`src/rtl/expression_source_tokenizer_assert.svh`:
```
// ----------------------------------------------------------------------------
// Assertion macros for the tokenizer
// Each macro forms one labeled concurrent assertion clocked on clk.
// ----------------------------------------------------------------------------
`ifndef EXPRESSION_SOURCE_TOKENIZER_ASSERT_SVH
`define EXPRESSION_SOURCE_TOKENIZER_ASSERT_SVH

// Same-cycle implication
`define ETOK_ASSERT_NOW(lbl, ante, cons, msg) \
    lbl: assert property (@(posedge clk) disable iff (!rst_n) (ante) |-> (cons)) \
        else $error(msg);

// Next-cycle implication
`define ETOK_ASSERT_NEXT(lbl, ante, cons, msg) \
    lbl: assert property (@(posedge clk) disable iff (!rst_n) (ante) |=> (cons)) \
        else $error(msg);

`endif

```
`src/rtl/etok_pkg.sv`:
```
// ----------------------------------------------------------------------------
// etok_pkg
// Types, codes and character helpers shared by the tokenizer modules.
// ----------------------------------------------------------------------------
`timescale 1ns / 1ps

package etok_pkg;

    localparam int MAX_STRING_BYTES = 1024;

    localparam logic [15:0] OFF_MAX   = 16'hFFFF;
    localparam logic [15:0] LINE_MAX  = 16'hFFFF;
    localparam logic [15:0] LEN_MAX   = 16'hFFFF;
    localparam logic [7:0]  DEPTH_MAX = 8'hFF;

    localparam logic       RES_TEXT   = 1'b0;
    localparam logic       RES_RECORD = 1'b1;

    localparam logic [2:0] KIND_EOF   = 3'd0;
    localparam logic [2:0] KIND_NUM   = 3'd1;
    localparam logic [2:0] KIND_IDENT = 3'd2;
    localparam logic [2:0] KIND_STR   = 3'd3;
    localparam logic [2:0] KIND_PUNCT = 3'd4;
    localparam logic [2:0] KIND_ERR   = 3'd5;

    localparam logic [1:0] ERR_NONE   = 2'd0;
    localparam logic [1:0] ERR_UNTERM = 2'd1;
    localparam logic [1:0] ERR_UNEXP  = 2'd2;

    typedef struct packed {
        logic [7:0] ch;
        logic       end_of_source;
    } src_item_t;

    typedef struct packed {
        logic        result_type;
        logic [7:0]  text_byte;
        logic [2:0]  token_kind;
        logic [15:0] start_offset;
        logic [15:0] token_length;
        logic [15:0] start_line;
        logic [1:0]  error_code;
        logic        last;
    } tok_item_t;

    typedef struct packed {
        logic active;
        logic hold_valid;
        logic hold_done;
    } etok_status_t;

    function automatic logic is_dig(input logic [7:0] c);
        return (c >= "0") && (c <= "9");
    endfunction

    function automatic logic is_hex(input logic [7:0] c);
        return is_dig(c) || ((c >= "a") && (c <= "f")) || ((c >= "A") && (c <= "F"));
    endfunction

    function automatic logic is_alpha(input logic [7:0] c);
        return ((c >= "A") && (c <= "Z")) || ((c >= "a") && (c <= "z")) || (c == "_");
    endfunction

    function automatic logic is_word(input logic [7:0] c);
        return is_alpha(c) || is_dig(c);
    endfunction

    function automatic logic is_blank(input logic [7:0] c);
        return (c == " ") || (c == 8'h09) || (c == 8'h0D) || (c == 8'h0A);
    endfunction

    // First byte of a possible two-character operator
    function automatic logic is_pair_lead(input logic [7:0] c);
        return (c == "<") || (c == ">") || (c == "=") || (c == "!") || (c == "&")
            || (c == "|") || (c == "+") || (c == "-") || (c == "*") || (c == "/")
            || (c == "%") || (c == "^");
    endfunction

    function automatic logic pair_ok(input logic [7:0] a, input logic [7:0] b);
        if ((a == "&") || (a == "|"))
            return b == a;
        return (b == "=") && (a != "&") && (a != "|") && is_pair_lead(a);
    endfunction

    function automatic logic is_single(input logic [7:0] c);
        return is_pair_lead(c) || (c == "(") || (c == ")") || (c == "[") || (c == "]")
            || (c == "{") || (c == "}") || (c == ";") || (c == ",") || (c == "$")
            || (c == ".");
    endfunction

    // Bytes of the option-group opener after the leading hash
    function automatic logic [7:0] opt_char(input logic [2:0] k);
        logic [7:0] r;
        case (k)
            3'd1:    r = "o";
            3'd2:    r = "p";
            3'd3:    r = "t";
            3'd4:    r = "(";
            default: r = "#";
        endcase
        return r;
    endfunction

    function automatic logic [7:0] to_upper(input logic [7:0] c);
        return ((c >= "a") && (c <= "z")) ? (c - 8'd32) : c;
    endfunction

    function automatic logic [15:0] len_inc(input logic [15:0] x);
        return (x == LEN_MAX) ? x : (x + 16'd1);
    endfunction

    function automatic tok_item_t f_text(input logic [7:0] b);
        tok_item_t r;
        r = '0;
        r.result_type = RES_TEXT;
        r.text_byte   = b;
        return r;
    endfunction

    function automatic tok_item_t f_rec(input logic [2:0] kind, input logic [15:0] off,
                                        input logic [15:0] len, input logic [15:0] line,
                                        input logic [1:0] err);
        tok_item_t r;
        r = '0;
        r.result_type  = RES_RECORD;
        r.token_kind   = kind;
        r.start_offset = off;
        r.token_length = len;
        r.start_line   = line;
        r.error_code   = err;
        return r;
    endfunction

endpackage

```
`src/rtl/etok_front.sv`:
```
// ----------------------------------------------------------------------------
// etok_front
// Input side: takes source requests into a two-entry queue for the engine.
// ----------------------------------------------------------------------------
`timescale 1ns / 1ps

module etok_front
    import etok_pkg::*;
(
    input  logic      clk,
    input  logic      rst_n,
    input  logic      src_valid,
    output logic      src_ready,
    input  src_item_t src_item,
    output logic      q_valid,
    output src_item_t q_item,
    input  logic      q_pop
);

    src_item_t  mem_reg [2];
    logic       wr_ptr_reg, wr_ptr_next;
    logic       rd_ptr_reg, rd_ptr_next;
    logic [1:0] cnt_reg, cnt_next;
    logic       push;

    // Ready from the registered fill level only
    assign src_ready = (cnt_reg != 2'd2);
    assign q_valid   = (cnt_reg != 2'd0);
    assign q_item    = mem_reg[rd_ptr_reg];
    assign push      = src_valid && src_ready;

    // Advance pointers and count
    always_comb
    begin
        wr_ptr_next = push ? ~wr_ptr_reg : wr_ptr_reg;
        rd_ptr_next = q_pop ? ~rd_ptr_reg : rd_ptr_reg;
        cnt_next    = cnt_reg + {1'b0, push} - {1'b0, q_pop};
    end

    always_ff @(posedge clk or negedge rst_n)
    begin
        if (!rst_n)
        begin
            wr_ptr_reg <= 1'b0;
            rd_ptr_reg <= 1'b0;
            cnt_reg    <= 2'd0;
        end
        else
        begin
            wr_ptr_reg <= wr_ptr_next;
            rd_ptr_reg <= rd_ptr_next;
            cnt_reg    <= cnt_next;
        end
    end

    // Store the request payload
    always_ff @(posedge clk)
    begin
        if (push)
        begin
            mem_reg[wr_ptr_reg] <= src_item;
        end
    end

endmodule

```
`src/rtl/etok_outq.sv`:
```
// ----------------------------------------------------------------------------
// etok_outq
// Output side: four-entry result queue that absorbs bursts of results.
// ----------------------------------------------------------------------------
`timescale 1ns / 1ps

module etok_outq
    import etok_pkg::*;
(
    input  logic      clk,
    input  logic      rst_n,
    input  logic      push,
    input  tok_item_t push_item,
    output logic      space,
    output logic      tok_valid,
    input  logic      tok_ready,
    output tok_item_t tok_item
);

    tok_item_t  mem_reg [4];
    logic [1:0] wr_ptr_reg, wr_ptr_next;
    logic [1:0] rd_ptr_reg, rd_ptr_next;
    logic [2:0] cnt_reg, cnt_next;
    logic       pop;

    assign space     = (cnt_reg != 3'd4);
    assign tok_valid = (cnt_reg != 3'd0);
    assign tok_item  = mem_reg[rd_ptr_reg];
    assign pop       = tok_valid && tok_ready;

    // Advance pointers and count
    always_comb
    begin
        wr_ptr_next = push ? (wr_ptr_reg + 2'd1) : wr_ptr_reg;
        rd_ptr_next = pop ? (rd_ptr_reg + 2'd1) : rd_ptr_reg;
        cnt_next    = cnt_reg + {2'b00, push} - {2'b00, pop};
    end

    always_ff @(posedge clk or negedge rst_n)
    begin
        if (!rst_n)
        begin
            wr_ptr_reg <= 2'd0;
            rd_ptr_reg <= 2'd0;
            cnt_reg    <= 3'd0;
        end
        else
        begin
            wr_ptr_reg <= wr_ptr_next;
            rd_ptr_reg <= rd_ptr_next;
            cnt_reg    <= cnt_next;
        end
    end

    // Store the result payload
    always_ff @(posedge clk)
    begin
        if (push)
        begin
            mem_reg[wr_ptr_reg] <= push_item;
        end
    end

endmodule

```
`src/rtl/etok_engine.sv`:
```
// ----------------------------------------------------------------------------
// etok_engine
// Lexer back end: holds a five-byte lookahead window and performs lexer actions,
// giving out one result per cycle while the output queue has space.
// ----------------------------------------------------------------------------
`timescale 1ns / 1ps

module etok_engine
    import etok_pkg::*;
(
    input  logic         clk,
    input  logic         rst_n,
    input  logic         q_valid,
    input  src_item_t    q_item,
    output logic         q_pop,
    input  logic         space,
    output logic         push,
    output tok_item_t    push_item,
    output etok_status_t status
);

    localparam logic [3:0] M_IDLE    = 4'd0;
    localparam logic [3:0] M_LINECMT = 4'd1;
    localparam logic [3:0] M_BLOCK   = 4'd2;
    localparam logic [3:0] M_OPT     = 4'd3;
    localparam logic [3:0] M_STR     = 4'd4;
    localparam logic [3:0] M_INT     = 4'd5;
    localparam logic [3:0] M_FRAC    = 4'd6;
    localparam logic [3:0] M_EXP     = 4'd7;
    localparam logic [3:0] M_HEX     = 4'd8;
    localparam logic [3:0] M_IDENT   = 4'd9;
    localparam logic [3:0] M_HALT    = 4'd10;

    // State
    logic [3:0]  mode_reg, mode_next;
    logic [7:0]  win_reg [5];
    logic [7:0]  win_next [5];
    logic [2:0]  wn_reg, wn_next;
    logic        at_end_reg, at_end_next;
    logic [15:0] off_reg, off_next;
    logic [15:0] line_reg, line_next;
    logic [15:0] tso_reg, tso_next;
    logic [15:0] tsl_reg, tsl_next;
    logic [15:0] tlen_reg, tlen_next;
    logic [7:0]  depth_reg, depth_next;
    logic        active_reg, active_next;
    logic [1:0]  phase_reg, phase_next;
    logic [3:0]  rcnt_reg, rcnt_next;
    tok_item_t   hold_reg, hold_next;
    logic        hold_valid_reg, hold_valid_next;
    logic        hold_done_reg, hold_done_next;

    // Window view
    logic        start;
    logic        run;
    logic [7:0]  w [5];
    logic [4:0]  av;
    logic [2:0]  vn;
    logic        vend;
    logic        wait0, gap0, wait1;

    // Option-group opener scan
    logic        hs_wait, hs_ok, hs_stop;

    // Action
    logic [3:0]  md_a;
    logic [2:0]  cons;
    logic [15:0] len_a;
    logic [7:0]  dep_a;
    logic        beg;
    logic        cont;
    logic        tail;
    logic [1:0]  ne;
    tok_item_t   e [3];

    // Sequencing
    logic        commit;
    logic        emit;
    logic        step_end;
    logic [16:0] off_sum;

    assign start = !active_reg && q_valid;
    assign run   = space && (active_reg || q_valid);
    assign q_pop = start && run;

    // Build the window with the incoming byte appended at step start
    always_comb
    begin
        vn   = wn_reg;
        vend = at_end_reg;
        for (int i = 0; i < 5; i++)
        begin
            w[i] = win_reg[i];
        end
        if (start)
        begin
            vend = q_item.end_of_source;
            if (!q_item.end_of_source)
            begin
                for (int i = 0; i < 5; i++)
                begin
                    if (3'(i) == wn_reg)
                    begin
                        w[i] = q_item.ch;
                    end
                end
                vn = wn_reg + 3'd1;
            end
        end
        for (int i = 0; i < 5; i++)
        begin
            av[i] = (3'(i) < vn);
        end
        wait0 = !av[0] && !vend;
        gap0  = !av[0] && vend;
        wait1 = !av[1] && !vend;
    end

    // Scan for the option-group opener after a hash
    always_comb
    begin
        hs_wait = 1'b0;
        hs_ok   = 1'b1;
        hs_stop = 1'b0;
        for (int k = 1; k < 5; k++)
        begin
            if (!hs_stop)
            begin
                if (!av[k] && !vend)
                begin
                    hs_wait = 1'b1;
                    hs_stop = 1'b1;
                end
                else if (!av[k] || (w[k] != opt_char(3'(k))))
                begin
                    hs_ok   = 1'b0;
                    hs_stop = 1'b1;
                end
            end
        end
    end

    // Decide one lexer action
    always_comb
    begin
        md_a  = mode_reg;
        cons  = 3'd0;
        len_a = tlen_reg;
        dep_a = depth_reg;
        beg   = 1'b0;
        cont  = 1'b0;
        tail  = 1'b0;
        ne    = 2'd0;
        e[0]  = '0;
        e[1]  = '0;
        e[2]  = '0;
        if (!wait0)
        begin
            case (mode_reg)
                M_IDLE:
                begin
                    if (gap0)
                    begin
                        ne   = 2'd1;
                        e[0] = f_rec(KIND_EOF, off_reg, 16'd0, line_reg, ERR_NONE);
                    end
                    else if (is_blank(w[0]))
                    begin
                        cons = 3'd1;
                        cont = 1'b1;
                    end
                    else if ((w[0] == "/") && wait1)
                    begin
                        cont = 1'b0;
                    end
                    else if ((w[0] == "/") && av[1] && (w[1] == "/"))
                    begin
                        cons = 3'd2;
                        md_a = M_LINECMT;
                        cont = 1'b1;
                    end
                    else if ((w[0] == "/") && av[1] && (w[1] == "*"))
                    begin
                        cons = 3'd2;
                        md_a = M_BLOCK;
                        cont = 1'b1;
                    end
                    else if (w[0] == "#")
                    begin
                        if (hs_ok && !hs_wait)
                        begin
                            cons  = 3'd5;
                            dep_a = 8'd1;
                            md_a  = M_OPT;
                            cont  = 1'b1;
                        end
                        else if (!hs_wait)
                        begin
                            ne   = 2'd1;
                            e[0] = f_rec(KIND_ERR, off_reg, 16'd0, line_reg, ERR_UNEXP);
                            md_a = M_HALT;
                            cont = 1'b1;
                        end
                    end
                    else if (w[0] == "\"")
                    begin
                        beg   = 1'b1;
                        len_a = 16'd0;
                        cons  = 3'd1;
                        md_a  = M_STR;
                        cont  = 1'b1;
                    end
                    else if (is_dig(w[0]))
                    begin
                        if ((w[0] == "0") && wait1)
                        begin
                            cont = 1'b0;
                        end
                        else if ((w[0] == "0") && av[1] && ((w[1] == "x") || (w[1] == "X")))
                        begin
                            beg   = 1'b1;
                            ne    = 2'd2;
                            e[0]  = f_text(w[0]);
                            e[1]  = f_text(w[1]);
                            len_a = 16'd2;
                            cons  = 3'd2;
                            md_a  = M_HEX;
                            cont  = 1'b1;
                        end
                        else
                        begin
                            beg   = 1'b1;
                            len_a = 16'd0;
                            md_a  = M_INT;
                            cont  = 1'b1;
                        end
                    end
                    else if ((w[0] == ".") && wait1)
                    begin
                        cont = 1'b0;
                    end
                    else if ((w[0] == ".") && av[1] && is_dig(w[1]))
                    begin
                        beg   = 1'b1;
                        len_a = 16'd0;
                        md_a  = M_INT;
                        cont  = 1'b1;
                    end
                    else if (is_alpha(w[0]))
                    begin
                        beg   = 1'b1;
                        len_a = 16'd0;
                        md_a  = M_IDENT;
                        cont  = 1'b1;
                    end
                    else if (is_pair_lead(w[0]) && wait1)
                    begin
                        cont = 1'b0;
                    end
                    else if (is_pair_lead(w[0]) && av[1] && pair_ok(w[0], w[1]))
                    begin
                        beg   = 1'b1;
                        len_a = 16'd0;
                        ne    = 2'd3;
                        e[0]  = f_text(w[0]);
                        e[1]  = f_text(w[1]);
                        e[2]  = f_rec(KIND_PUNCT, off_reg, 16'd2, line_reg, ERR_NONE);
                        cons  = 3'd2;
                        cont  = 1'b1;
                    end
                    else if (is_single(w[0]))
                    begin
                        beg   = 1'b1;
                        len_a = 16'd0;
                        ne    = 2'd2;
                        e[0]  = f_text(w[0]);
                        e[1]  = f_rec(KIND_PUNCT, off_reg, 16'd1, line_reg, ERR_NONE);
                        cons  = 3'd1;
                        cont  = 1'b1;
                    end
                    else
                    begin
                        ne   = 2'd1;
                        e[0] = f_rec(KIND_ERR, off_reg, 16'd0, line_reg, ERR_UNEXP);
                        md_a = M_HALT;
                        cont = 1'b1;
                    end
                end
                M_LINECMT:
                begin
                    cont = 1'b1;
                    if (gap0 || (w[0] == 8'h0A))
                        md_a = M_IDLE;
                    else
                        cons = 3'd1;
                end
                M_BLOCK:
                begin
                    if (gap0)
                    begin
                        md_a = M_IDLE;
                        cont = 1'b1;
                    end
                    else if ((w[0] == "*") && wait1)
                    begin
                        cont = 1'b0;
                    end
                    else if ((w[0] == "*") && av[1] && (w[1] == "/"))
                    begin
                        cons = 3'd2;
                        md_a = M_IDLE;
                        cont = 1'b1;
                    end
                    else
                    begin
                        cons = 3'd1;
                        cont = 1'b1;
                    end
                end
                M_OPT:
                begin
                    cont = 1'b1;
                    if (gap0)
                    begin
                        md_a = M_IDLE;
                    end
                    else
                    begin
                        if ((w[0] == "(") && (depth_reg < DEPTH_MAX))
                            dep_a = depth_reg + 8'd1;
                        else if ((w[0] == ")") && (depth_reg > 8'd0))
                            dep_a = depth_reg - 8'd1;
                        cons = 3'd1;
                        if (dep_a == 8'd0)
                            md_a = M_IDLE;
                    end
                end
                M_STR:
                begin
                    if (gap0)
                    begin
                        ne   = 2'd1;
                        e[0] = f_rec(KIND_ERR, tso_reg, 16'd0, tsl_reg, ERR_UNTERM);
                        md_a = M_HALT;
                        cont = 1'b1;
                    end
                    else if (w[0] == "\"")
                    begin
                        ne   = 2'd1;
                        e[0] = f_rec(KIND_STR, tso_reg, tlen_reg, tsl_reg, ERR_NONE);
                        cons = 3'd1;
                        md_a = M_IDLE;
                        cont = 1'b1;
                    end
                    else if ((w[0] == "\\") && wait1)
                    begin
                        cont = 1'b0;
                    end
                    else
                    begin
                        cont = 1'b1;
                        if ((w[0] == "\\") && av[1] && (w[1] == "\""))
                        begin
                            cons = 3'd2;
                            e[0] = f_text("\"");
                        end
                        else
                        begin
                            cons = 3'd1;
                            e[0] = f_text(w[0]);
                        end
                        // Keep only the first bytes of a long string
                        if (tlen_reg < 16'(MAX_STRING_BYTES))
                        begin
                            ne    = 2'd1;
                            len_a = tlen_reg + 16'd1;
                        end
                    end
                end
                M_INT, M_FRAC:
                begin
                    if (av[0] && is_dig(w[0]))
                    begin
                        ne    = 2'd1;
                        e[0]  = f_text(w[0]);
                        len_a = len_inc(tlen_reg);
                        cons  = 3'd1;
                        cont  = 1'b1;
                    end
                    else if ((mode_reg == M_INT) && av[0] && (w[0] == "."))
                    begin
                        ne    = 2'd1;
                        e[0]  = f_text(w[0]);
                        len_a = len_inc(tlen_reg);
                        cons  = 3'd1;
                        md_a  = M_FRAC;
                        cont  = 1'b1;
                    end
                    else
                    begin
                        tail = 1'b1;
                    end
                end
                M_EXP, M_HEX:
                begin
                    cont = 1'b1;
                    if (av[0] && ((mode_reg == M_EXP) ? is_dig(w[0]) : is_hex(w[0])))
                    begin
                        ne    = 2'd1;
                        e[0]  = f_text(w[0]);
                        len_a = len_inc(tlen_reg);
                        cons  = 3'd1;
                    end
                    else
                    begin
                        ne   = 2'd1;
                        e[0] = f_rec(KIND_NUM, tso_reg, tlen_reg, tsl_reg, ERR_NONE);
                        md_a = M_IDLE;
                    end
                end
                M_IDENT:
                begin
                    cont = 1'b1;
                    if (av[0] && is_word(w[0]))
                    begin
                        ne    = 2'd1;
                        e[0]  = f_text(to_upper(w[0]));
                        len_a = len_inc(tlen_reg);
                        cons  = 3'd1;
                    end
                    else
                    begin
                        ne   = 2'd1;
                        e[0] = f_rec(KIND_IDENT, tso_reg, tlen_reg, tsl_reg, ERR_NONE);
                        md_a = M_IDLE;
                    end
                end
                default:
                begin
                    // Halted after an error: drop bytes until end of source
                    if (!gap0)
                    begin
                        cons = 3'd1;
                        cont = 1'b1;
                    end
                end
            endcase

            // Number end: look for an exponent, else close the number
            if (tail)
            begin
                cont = 1'b1;
                if (av[0] && ((w[0] == "e") || (w[0] == "E")) && wait1)
                begin
                    cont = 1'b0;
                end
                else if (av[0] && ((w[0] == "e") || (w[0] == "E")) && av[1]
                         && ((w[1] == "+") || (w[1] == "-")) && !av[2] && !vend)
                begin
                    cont = 1'b0;
                end
                else if (av[0] && ((w[0] == "e") || (w[0] == "E")) && av[1]
                         && ((w[1] == "+") || (w[1] == "-")) && av[2] && is_dig(w[2]))
                begin
                    ne    = 2'd2;
                    e[0]  = f_text(w[0]);
                    e[1]  = f_text(w[1]);
                    len_a = len_inc(len_inc(tlen_reg));
                    cons  = 3'd2;
                    md_a  = M_EXP;
                end
                else if (av[0] && ((w[0] == "e") || (w[0] == "E")) && av[1] && is_dig(w[1]))
                begin
                    ne    = 2'd1;
                    e[0]  = f_text(w[0]);
                    len_a = len_inc(tlen_reg);
                    cons  = 3'd1;
                    md_a  = M_EXP;
                end
                else
                begin
                    ne   = 2'd1;
                    e[0] = f_rec(KIND_NUM, tso_reg, tlen_reg, tsl_reg, ERR_NONE);
                    md_a = M_IDLE;
                end
            end
        end
    end

    // Sequence results of one action, one per cycle while the output queue has space
    assign commit   = run && ((ne == 2'd0) || (phase_reg == (ne - 2'd1)));
    assign emit     = run && (ne != 2'd0) && (rcnt_reg < 4'd8);
    assign step_end = commit && !cont;
    assign off_sum  = {1'b0, off_reg} + {14'd0, cons};

    // Forward the held result once its successor or the step end is known
    always_comb
    begin
        push      = space && hold_valid_reg && (hold_done_reg || emit || step_end);
        push_item = hold_reg;
        push_item.last = hold_reg.last | (step_end && !emit);
    end

    // Next state
    always_comb
    begin
        mode_next       = mode_reg;
        wn_next         = wn_reg;
        at_end_next     = at_end_reg;
        off_next        = off_reg;
        line_next       = line_reg;
        tso_next        = tso_reg;
        tsl_next        = tsl_reg;
        tlen_next       = tlen_reg;
        depth_next      = depth_reg;
        active_next     = active_reg;
        phase_next      = phase_reg;
        rcnt_next       = rcnt_reg;
        hold_next       = hold_reg;
        hold_valid_next = hold_valid_reg;
        hold_done_next  = hold_done_reg;
        for (int i = 0; i < 5; i++)
        begin
            win_next[i] = win_reg[i];
        end

        if (run)
        begin
            // Latch the window view
            for (int i = 0; i < 5; i++)
            begin
                win_next[i] = w[i];
            end
            wn_next     = vn;
            at_end_next = vend;
            active_next = 1'b1;
            if (emit)
            begin
                rcnt_next = rcnt_reg + 4'd1;
            end
            if (!commit)
            begin
                phase_next = phase_reg + 2'd1;
            end
            else
            begin
                phase_next = 2'd0;
                mode_next  = md_a;
                tlen_next  = len_a;
                depth_next = dep_a;
                if (beg)
                begin
                    tso_next = off_reg;
                    tsl_next = line_reg;
                end
                // Consume bytes: shift the window and advance position
                for (int i = 0; i < 5; i++)
                begin
                    win_next[i] = 8'h00;
                    for (int j = 0; j < 5; j++)
                    begin
                        if (4'(j) == (4'(i) + {1'b0, cons}))
                        begin
                            win_next[i] = w[j];
                        end
                    end
                end
                wn_next  = (cons > vn) ? 3'd0 : (vn - cons);
                off_next = (off_sum > {1'b0, OFF_MAX}) ? OFF_MAX : off_sum[15:0];
                if ((cons == 3'd1) && (w[0] == 8'h0A) && (line_reg < LINE_MAX))
                begin
                    line_next = line_reg + 16'd1;
                end
                if (step_end)
                begin
                    active_next = 1'b0;
                    rcnt_next   = 4'd0;
                    if (vend)
                    begin
                        mode_next  = M_IDLE;
                        wn_next    = 3'd0;
                        off_next   = 16'd0;
                        line_next  = 16'd1;
                        tso_next   = 16'd0;
                        tsl_next   = 16'd1;
                        tlen_next  = 16'd0;
                        depth_next = 8'd0;
                    end
                    else if (wn_next > 3'd4)
                    begin
                        wn_next = 3'd4;
                    end
                    at_end_next = 1'b0;
                end
            end
        end

        // Hold stage
        if (emit)
        begin
            hold_next       = e[phase_reg];
            hold_next.last  = step_end;
            hold_valid_next = 1'b1;
            hold_done_next  = step_end;
        end
        else if (push)
        begin
            hold_valid_next = 1'b0;
            hold_done_next  = 1'b0;
        end
    end

    always_ff @(posedge clk or negedge rst_n)
    begin
        if (!rst_n)
        begin
            mode_reg       <= M_IDLE;
            wn_reg         <= 3'd0;
            at_end_reg     <= 1'b0;
            off_reg        <= 16'd0;
            line_reg       <= 16'd1;
            tso_reg        <= 16'd0;
            tsl_reg        <= 16'd1;
            tlen_reg       <= 16'd0;
            depth_reg      <= 8'd0;
            active_reg     <= 1'b0;
            phase_reg      <= 2'd0;
            rcnt_reg       <= 4'd0;
            hold_valid_reg <= 1'b0;
            hold_done_reg  <= 1'b0;
        end
        else
        begin
            mode_reg       <= mode_next;
            wn_reg         <= wn_next;
            at_end_reg     <= at_end_next;
            off_reg        <= off_next;
            line_reg       <= line_next;
            tso_reg        <= tso_next;
            tsl_reg        <= tsl_next;
            tlen_reg       <= tlen_next;
            depth_reg      <= depth_next;
            active_reg     <= active_next;
            phase_reg      <= phase_next;
            rcnt_reg       <= rcnt_next;
            hold_valid_reg <= hold_valid_next;
            hold_done_reg  <= hold_done_next;
        end
    end

    // Window bytes and held result carry no reset
    always_ff @(posedge clk)
    begin
        for (int i = 0; i < 5; i++)
        begin
            win_reg[i] <= win_next[i];
        end
        hold_reg <= hold_next;
    end

    assign status.active     = active_reg;
    assign status.hold_valid = hold_valid_reg;
    assign status.hold_done  = hold_done_reg;

endmodule

```
`src/rtl/expression_source_tokenizer.sv`:
```
// An accepted request passes the input queue, the engine's hold register and the output
// queue before its results reach tok_item; further results of the request follow in order.
// The engine performs lexer actions, issues the results of an action one after another and
// ends a request on finding the window dry; it takes the next request only after that end.
// Lookahead bytes wait in a five-byte window until the next bytes settle their role.
// Reset: asynchronous, active low; clears queues and returns to line 1, offset 0.
// ----------------------------------------------------------------------------
// expression_source_tokenizer
// Streaming tokenizer: input queue, lexer engine and output result queue.
// ----------------------------------------------------------------------------
`timescale 1ns / 1ps
`include "expression_source_tokenizer_assert.svh"

module expression_source_tokenizer
    import etok_pkg::*;
(
    input  logic      clk,
    input  logic      rst_n,
    input  logic      src_valid,
    output logic      src_ready,
    input  src_item_t src_item,
    output logic      tok_valid,
    input  logic      tok_ready,
    output tok_item_t tok_item
);

    logic         q_valid;
    src_item_t    q_item;
    logic         q_pop;
    logic         space;
    logic         push;
    tok_item_t    push_item;
    etok_status_t status;

    // Accept source requests
    etok_front u_front (
        .clk       (clk),
        .rst_n     (rst_n),
        .src_valid (src_valid),
        .src_ready (src_ready),
        .src_item  (src_item),
        .q_valid   (q_valid),
        .q_item    (q_item),
        .q_pop     (q_pop)
    );

    // Lex the byte stream
    etok_engine u_engine (
        .clk       (clk),
        .rst_n     (rst_n),
        .q_valid   (q_valid),
        .q_item    (q_item),
        .q_pop     (q_pop),
        .space     (space),
        .push      (push),
        .push_item (push_item),
        .status    (status)
    );

    // Buffer results
    etok_outq u_outq (
        .clk       (clk),
        .rst_n     (rst_n),
        .push      (push),
        .push_item (push_item),
        .space     (space),
        .tok_valid (tok_valid),
        .tok_ready (tok_ready),
        .tok_item  (tok_item)
    );

    `ETOK_ASSERT_NOW(a_done_needs_hold, status.hold_done, status.hold_valid, "final result flagged without held result")
    `ETOK_ASSERT_NEXT(a_accept_queued, src_valid && src_ready, q_valid, "accepted request missing from queue")
    `ETOK_ASSERT_NOW(a_text_clean, tok_valid && (tok_item.result_type == RES_TEXT), (tok_item.token_kind == KIND_EOF) && (tok_item.error_code == ERR_NONE), "text byte carries record fields")

endmodule
```
`config.mk`:
```
export PLATFORM = sky130hd
export DESIGN_NAME = expression_source_tokenizer
export DESIGN_NICKNAME = d
export VERILOG_FILES = /design/src/rtl/etok_pkg.sv /design/src/rtl/etok_front.sv /design/src/rtl/etok_outq.sv /design/src/rtl/etok_engine.sv /design/src/rtl/expression_source_tokenizer.sv
export VERILOG_INCLUDE_DIRS = /design/src /design/src/rtl
export SDC_FILE = /design/constraint.sdc
export NUM_CORES = 1
export LEC_CHECK = 0
export ABC_AREA = 1
export BUFFER_PORTS_ARGS = -buffer_cell sky130_fd_sc_hd__buf_2
export CAP_MARGIN = 20
export CORE_MARGIN = 2
export CORE_UTILIZATION = 49
export DETAILED_ROUTE_END_ITERATION = 8
export PLACE_DENSITY = 0.65
export SYNTH_ARGS = -nofsm -noshare
export SYNTH_HDL_FRONTEND = slang
export SYNTH_HIERARCHICAL = 1
export SYNTH_SLANG_ARGS = --single-unit
```
`constraint.sdc`:
```
create_clock -name clk -period 19.7 [get_ports clk]
set_input_delay 3.94 -clock clk [delete_from_list [all_inputs] [get_ports clk]]
set_output_delay 3.94 -clock clk [all_outputs]
set_load 0.01 [all_outputs]
```
==> results.toml <==
[global_route]
grt_pass1_vias = 23030
grt.busiest_layer = "met2"
met2_usage = 0.4245
grt_overflow = 0
track_usage = 0.2692
global_route.usage.met1 = 0.3875
antenna_found_initial = 0
grt_max_degree = 81
use_met3 = 0.03340
grt_pass1_wl_um = 130400

[timing]
slew_headroom = 0.3341
finalMaxSlewViolations = 0
fmax_mhz = 133.5
setup_tns_ps = 0
rsz0062_at_grt = "no"
post-route-period-util = 0.3802
min_period_ps = 7489
setup_ws_ps = 12210
setup_violations = 0
final_hold_viol_count = 0
worstMarginPinSlew_ps = 998.9
finalClockSkew_ps = 39.17

[clock_network]
clk_path_buf_depth = 3
clk_pin_slew_ps = 60
numCtsBuffers = 52
postCtsSetupBuffers = 0
cts_tree = "done"
h-tree-depth = 2
cts.sinks = 489
post_cts_resized = 0
hold_buffers = 0
clock_latency_ps = 620
root_buffer = "clkbuf_16"

[setup_path]
worstSetupEndpointType = "flip-flop"
critPathMaxFanout = 31
r2r_cells = 32
r2r_end = "u_engine/off_reg[10]$_DFFE_PN0P_"
regToRegSetupSlack_ps = 12210
cp_slowest_cell = "dfrtp_1"
rr_startpoint = "u_front/rd_ptr_reg$_DFFE_PN0P_"
cp.required_ps = 20230
cpMostUsedCell = "nand2_1"
arrival_ps = 8020
setup.worst_path.class = "flip-flop to flip-flop"
worstSetupStartpointType = "flip-flop"
cpPeakStageDelay_ps = 700

[worst_hold_path]
hold_start = "u_engine/push_item[1]$_DFFE_PP_"
min_to = "u_outq/mem_reg[0][1]$_DFFE_PP_"
min_delay_path_depth = 0
hold_path.class = "flip-flop to flip-flop"

[routing]
vias = 24830
drtIter0Drc = 2533
finalWirelength_um = 82870
drt-pass1-iter-count = 6
drc = 0
post_drt_wl_per_cell_um = 18.70
antenna_left = 0
via_per_inst = 5.603

[run_status]
run_status = "complete, no violations"

[logic_synthesis]
synth_fp_nets = 3727
synthCells = 3675
yosysWarnings = 6
avgSynthCellArea_um2 = 7.958
syn-cell-area_mm2 = 0.02925

[placement]
portBuffers = 77
gp_congestion = 1.003
dpl.hpwl_um = 57070
dp_slack_ps = 12410
dp.cells = 4332

[final_layout]
fin_nets = 3666
drive_gt1_frac = 0.08748
antenna_cells = 0
final_common_cell = "nand2_1"
layout_common_cells = "nand2_1 (953), nor2_1 (433), inv_1 (396)"
syn2layout_area_growth_pct = 6.973
largest_reg_flops = 252
stdcell_count = 4431
finish.utilization = 0.5301

[die]
die-area_mm2 = 0.06166
start_util = 0.4955
coreArea_mm2 = 0.05902
io_pins = 78
num_rows = 89
fp.dieW_um = 248.3
die_h_um = 248.3

[flow_run]
drv_cap = 0
## cell type report
cell class / count / area [um2]
clock buffer: 74 / 1485
clock inverter: 24 / 219.0
fill: 5638 / 27730
inverter: 430 / 1617
multi-input combinational: 2537 / 12270
sequential: 489 / 14110
tap: 773 / 967.2
timing repair buffer: 104 / 614.3
## routing by layer
metal / wire [um] / up-vias
met5: 0 / -
met4: 2336 / 0
met3: 6163 / 171
met2: 37590 / 1024
met1: 36780 / 11660
li1: - / 11970
## critical path: cells and delay by family (launching register included)
kind / cells / cell delay (ps)
AO/OA/AOI/OAI: 2 / 470
flip-flops: 1 / 700
AND/OR/NAND/NOR: 23 / 4910
adder cells (fa/ha/maj): 2 / 430
buffers and inverters: 4 / 490
multiplexers: 1 / 390
## worst max path at each step
stage / slack (ps) / cells after the start / startpoint / endpoint
after global placement: 12570 / 32 / u_front/rd_ptr_reg$_DFFE_PN0P_ / u_engine/off_reg[8]$_DFFE_PN0P_
after detailed placement: 12410 / 32 / u_front/rd_ptr_reg$_DFFE_PN0P_ / u_engine/off_reg[7]$_DFFE_PN0P_
after floorplan: 10860 / 30 / u_front/rd_ptr_reg$_DFFE_PN0P_ / u_outq/mem_reg[1][0]$_DFFE_PP_
final: 12210 / 32 / u_front/rd_ptr_reg$_DFFE_PN0P_ / u_engine/off_reg[10]$_DFFE_PN0P_
after CTS: 12330 / 32 / u_front/rd_ptr_reg$_DFFE_PN0P_ / u_engine/off_reg[7]$_DFFE_PN0P_
after global routing: 11490 / 32 / u_front/rd_ptr_reg$_DFFE_PN0P_ / u_engine/off_reg[10]$_DFFE_PN0P_
## through the flow
stage / hold slack [ps] / cell area, um2
6_report: 475.7 / 31290
5_1_grt: 509.0 / 31290
4_1_cts: 474.2 / 31280
3_5_place_dp: 463.1 / 29570
3_3_place_gp: 459.3 / 29550
2_1_floorplan: 442.2 / 29250
Power is not shown: default switching activity piles up to over one toggle a cycle in this logic, so the estimate is an artifact.
